**config.mk**
```make
export PLATFORM = sky130hd
export DESIGN_NAME = sem_mag
export DESIGN_NICKNAME = d
export VERILOG_FILES = /design/src/rtl/sem_pkg.sv /design/src/rtl/sem_mag.sv
export SDC_FILE = /design/constraint.sdc
export NUM_CORES = 2
export LEC_CHECK = 0
export BUFFER_PORTS_ARGS = -buffer_cell sky130_fd_sc_hd__buf_4
export CAP_MARGIN = 25
export CORE_MARGIN = 1.5
export CORE_UTILIZATION = 61
export DETAILED_ROUTE_END_ITERATION = 16
export PLACE_DENSITY = 0.87
export SETUP_SLACK_MARGIN = 0.4
export SYNTH_ARGS = -nofsm -noshare
export SYNTH_HDL_FRONTEND = slang
export SYNTH_SLANG_ARGS = --single-unit
```
**constraint.sdc**
```tcl
create_clock -name clk -period 23.4 [get_ports clk]
set_input_delay 1.17 -clock clk [delete_from_list [all_inputs] [get_ports clk]]
set_output_delay 1.17 -clock clk [all_outputs]
set_load 0.01 [all_outputs]
```
**src/rtl/sem_pkg.sv**
```systemverilog
// Package with shared constants and types for the Sobel edge magnitude block.
`timescale 1ns / 1ps
package sem_pkg;
  localparam int MaxWidth = 1024;
  localparam int MaxHeight = 1024;
  localparam int ColW = $clog2(MaxWidth);
  localparam int DimW = 11;
  localparam int PixW = 24;
  localparam logic [DimW-1:0] WidthReset = 11'd640;
  localparam logic [DimW-1:0] HeightReset = 11'd480;
  localparam logic [2:0] RegFrameWidth = 3'd0;
  localparam logic [2:0] RegFrameHeight = 3'd4;

  typedef logic [PixW-1:0] pix_t;

  function automatic logic [DimW-1:0] clamp_dim(input logic [DimW-1:0] v,
                                                input logic [DimW-1:0] maxv);
    if (v == '0) begin
      return {{(DimW-1){1'b0}}, 1'b1};
    end
    if (v > maxv) begin
      return maxv;
    end
    return v;
  endfunction
endpackage

```
**src/rtl/sem_mag.sv**
```systemverilog
// Gradient magnitude unit: Sobel sums, squares and an iterative square root.
`timescale 1ns / 1ps
module sem_mag (
  input  logic                clk,
  input  logic                rst_n,
  input  logic                start,
  input  sem_pkg::pix_t       win [9],
  output logic                done,
  output logic [23:0]         mag
);
  import sem_pkg::*;

  typedef enum logic [3:0] {
    S_IDLE = 4'b0001,
    S_SQ   = 4'b0010,
    S_ROOT = 4'b0100,
    S_DONE = 4'b1000
  } st_t;

  st_t st_r, st_nxt;
  logic [1:0] ch_r, ch_nxt;
  logic [3:0] step_r, step_nxt;
  logic [20:0] s_r, s_nxt, rem_r, rem_nxt, q_r, q_nxt;
  logic [21:0] bit_r, bit_nxt;
  logic [23:0] mag_r, mag_nxt;
  logic signed [10:0] p [9];
  logic signed [10:0] gx_c, gy_c;
  logic [21:0] gx_sq, gy_sq;
  logic [21:0] trial;
  logic [7:0] cap;

  always_comb begin
    for (int i = 0; i < 9; i++) begin
      p[i] = {3'b000, win[i][8*ch_r +: 8]};
    end
    gx_c = (p[6] - p[0]) + ((p[7] - p[1]) <<< 1) + (p[8] - p[2]);
    gy_c = (p[2] - p[0]) + ((p[5] - p[3]) <<< 1) + (p[8] - p[6]);
    gx_sq = {{11{gx_c[10]}}, gx_c} * {{11{gx_c[10]}}, gx_c};
    gy_sq = {{11{gy_c[10]}}, gy_c} * {{11{gy_c[10]}}, gy_c};
  end

  assign trial = {1'b0, q_r} + bit_r;

  always_comb begin
    st_nxt = st_r;
    ch_nxt = ch_r;
    step_nxt = step_r;
    s_nxt = s_r;
    rem_nxt = rem_r;
    q_nxt = q_r;
    bit_nxt = bit_r;
    mag_nxt = mag_r;
    cap = 8'd0;
    unique case (st_r)
      S_IDLE: begin
        if (start) begin
          ch_nxt = 2'd0;
          st_nxt = S_SQ;
        end
      end
      S_SQ: begin
        s_nxt = gx_sq[20:0] + gy_sq[20:0];
        rem_nxt = gx_sq[20:0] + gy_sq[20:0];
        q_nxt = '0;
        bit_nxt = 22'h100000;
        step_nxt = '0;
        st_nxt = S_ROOT;
      end
      S_ROOT: begin
        if ({1'b0, rem_r} >= trial) begin
          rem_nxt = 21'({1'b0, rem_r} - trial);
          q_nxt = 21'((q_r >> 1) + bit_r[20:0]);
        end else begin
          q_nxt = q_r >> 1;
        end
        bit_nxt = bit_r >> 2;
        step_nxt = step_r + 4'd1;
        if (step_r == 4'd10) begin
          st_nxt = S_DONE;
        end
      end
      S_DONE: begin
        if ({1'b0, s_r} > ({1'b0, q_r} * {1'b0, q_r} + {1'b0, q_r})) begin
          cap = (q_r >= 21'd255) ? 8'd255 : 8'(q_r + 21'd1);
        end else begin
          cap = (q_r > 21'd255) ? 8'd255 : q_r[7:0];
        end
        mag_nxt[8*ch_r +: 8] = cap;
        if (ch_r == 2'd2) begin
          st_nxt = S_IDLE;
        end else begin
          ch_nxt = ch_r + 2'd1;
          st_nxt = S_SQ;
        end
      end
      default: st_nxt = S_IDLE;
    endcase
  end

  always_ff @(posedge clk) begin
    if (!rst_n) begin
      st_r <= S_IDLE;
    end else begin
      st_r <= st_nxt;
    end
    ch_r <= ch_nxt;
    step_r <= step_nxt;
    s_r <= s_nxt;
    rem_r <= rem_nxt;
    q_r <= q_nxt;
    bit_r <= bit_nxt;
    mag_r <= mag_nxt;
  end

  assign done = (st_r == S_DONE) && (ch_r == 2'd2);
  assign mag = mag_nxt;
endmodule

```
==> impl_metrics.tcl <==
set metrics [dict create \
    yosysWarnings 0 \
    use_met3_pct 6.57 \
    setup.worst_path.end_class "register" \
    drc 0 \
    place_congestion 0.956 \
    netlist_area_um2 25400 \
    rows 74 \
    numCtsBuffers 9 \
    finish.net_count 3909 \
    wl_per_cell_um 18.9 \
    synth-compound-area-share_pct 10.3 \
    grt-busiest-layer "met2" \
    regToRegStartpoint "ch_r[0]" \
    grt_pass1_vias 22383 \
    cts-resized-gates 0 \
    die_h_um 207 \
    synth_edf_count 80 \
    async_reset_ff_share_pct 0 \
    required_ns 23.52 \
    grt_pass1_wl_um 108000 \
    grt_use_total_pct 32.0 \
    final_common_cell "inv_1" \
    fmax_mhz 77.6 \
    synth_mux_area_share_pct 3.01 \
    cts_setup_buffers 0 \
    maxCapViolCount 0 \
    seq_area_frac_synth_pct 11.6 \
    via_count 20276 \
    final_cell_mix "inv_1, fa_1, ha_1, buf_4, nand2_1" \
    ctsHoldBuffers 0 \
    period_needed_ns 12.89 \
    critPathArrivalTime_ns 13.02 \
    hp-start "mag_r[10]" \
    cp_slowest_stage_delay_ns 0.90 \
    die_width_um 207 \
    synthesis.nets 3727 \
    drtIter0Drc 1518 \
    totalWireLength_um 66500 \
    gr-total-overflow 0 \
    cts.root.buffer_cell "clkbuf_16" \
    rsz0062_at_grt "false" \
    clock-skew-final_ns 0.0127 \
    synth_ff_type "edfxtp_1" \
    critPathLaunch "ch_r[0]" \
    outcome "finished, final reports clean" \
    tns_ns 0 \
    max-slew-margin-rel_pct 30.0 \
    synth_cells 2797 \
    ant_nets 0 \
    firstDrtPassIters 6 \
    cts_sinks 108 \
    synth_top_family_by_area "adder cells" \
    setup_viol 0 \
    ys_ff_latch 108 \
    worstSetupStartpointType "register" \
    cp_common_cell "fa_1" \
    synth_area_per_cell_um2 9.10 \
    yosys.area_share.simple_pct 11.4 \
    area_growth_pct 10.1 \
    htreeDepth 3 \
    path_max_fanout 55 \
    antenna_found_initial 1 \
    diodes 0 \
    drive_gt1_share_pct 9.75 \
    met2_usage_pct 56.5 \
    grt.met1_usage_pct 35.5 \
    slowest_stage "edfxtp_1" \
    cts.path.max_buffers 2 \
    start_util_pct 62.0 \
    finalCritPeriodShare_pct 55.1 \
    clk_pin_slew_ns 0.09 \
    critical_path_class "register to register" \
    hpwlAfterDp_um 55800 \
    synth_xor_area_share_pct 6.25 \
    port_buffers 219 \
    clk_latency_ns 0.37 \
    synth.distinct_cells 72 \
    min_path_type "register to register" \
    core_area_um2 41000 \
    grt_max_degree 69 \
    hold_viol_final 0 \
    viasPerCell 5.77 \
    io_pins 244 \
    final_max_slew_viol_count 0 \
    cts_tree "built" \
    synth_fa_ha_area_share_pct 47.3 \
    dieArea_um2 42900 \
    worst_slew_pin_slew_ns 1.05 \
]
==> cell type report <==
cell class / instances / area, um2
timing repair buffer: 244 / 1830
tap: 532 / 666
fill: 3013 / 13000
clock buffer: 9 / 225
inverter: 607 / 2280
multi-input combinational: 2009 / 20000
clock inverter: 7 / 91.3
sequential: 108 / 2960
==> worst paths after layout <==
check	endpoint	slack [ns]	cells past startpoint
setup reg to reg	rem_r[20]	10.51	40
setup / recovery	rem_r[20]	10.51	40
hold / removal	mag_r[10]	0.47	2
hold reg to reg	mag_r[10]	0.47	2
==> Yosys cell counts (all sizes together) (28+ instances only) <==
master  number  area share (%)
inv        604             8.9
fa         419              33
ha         292              14
nand2      219             3.2
nor2       181             2.7
a21oi      139             2.7
xnor2      118             4.1
o21ai      102             2.0
and2        93             2.3
edfxtp      80             9.4
mux2i       71             2.8
clkbuf      62            0.91
xor2        61             2.1
a21o        48             1.4
o21bai      30            0.89
dfxtp       28             2.2
==> critical path: cells and delay by family, from the launching register on <==
kind                     cells  cell delay, ns
AND/OR/NAND/NOR              3            0.39
AO/OA/AOI/OAI               11            2.15
adder cells (fa/ha/maj)     13            5.90
flip-flops                   1            0.90
buffers and inverters        9            1.75
multiplexers                 2            0.60
XOR/XNOR                     2            0.82
==> registers in the layout (all words and copies together), names as in the netlist <==
name,flops
bit_r,11
ch_r,2
mag_r,24
q_r,21
rem_r,21
s_r,21
st_r,4
step_r,4
==> per-stage QoR <==
stage / utilization, % / instances / hold slack (ns) / setup slack [ns] / cell area, um2
finish: 68.3 / 3516 / 0.472 / 10.51 / 28000
global route: 68.3 / 3516 / 0.504 / 9.88 / 28000
CTS: 68.3 / 3516 / 0.477 / 10.61 / 28000
detailed placement: 67.5 / 3500 / 0.464 / 10.64 / 27700
global placement: 67.5 / 3500 / 0.451 / 10.92 / 27700
floorplan: - / 2797 / 0.498 / 12.27 / 25400
==> layer usage <==
metal / vias to the layer above / share of wire [%]
met5: - / 0
met4: 0 / 6.8
met3: 266 / 8.1
met2: 923 / 50
met1: 9856 / 35
li1: 9231 / -
==> kinds of logic (layout without fill, tap and decap cells) <==
group / count (synthesis) / count (layout)
AOI/OAI and AO/OA: 418 / 418
buffers and inverters: 680 / 867
muxes: 76 / 76
xor gates and xnor gates: 180 / 180
DFF: 108 / 108
adders and majority gates: 711 / 711
and+or+nand+nor: 624 / 624
Power is left out: the tool's default activity adds up to more than one toggle a clock period on the data nets, which glitch-free logic cannot reach.
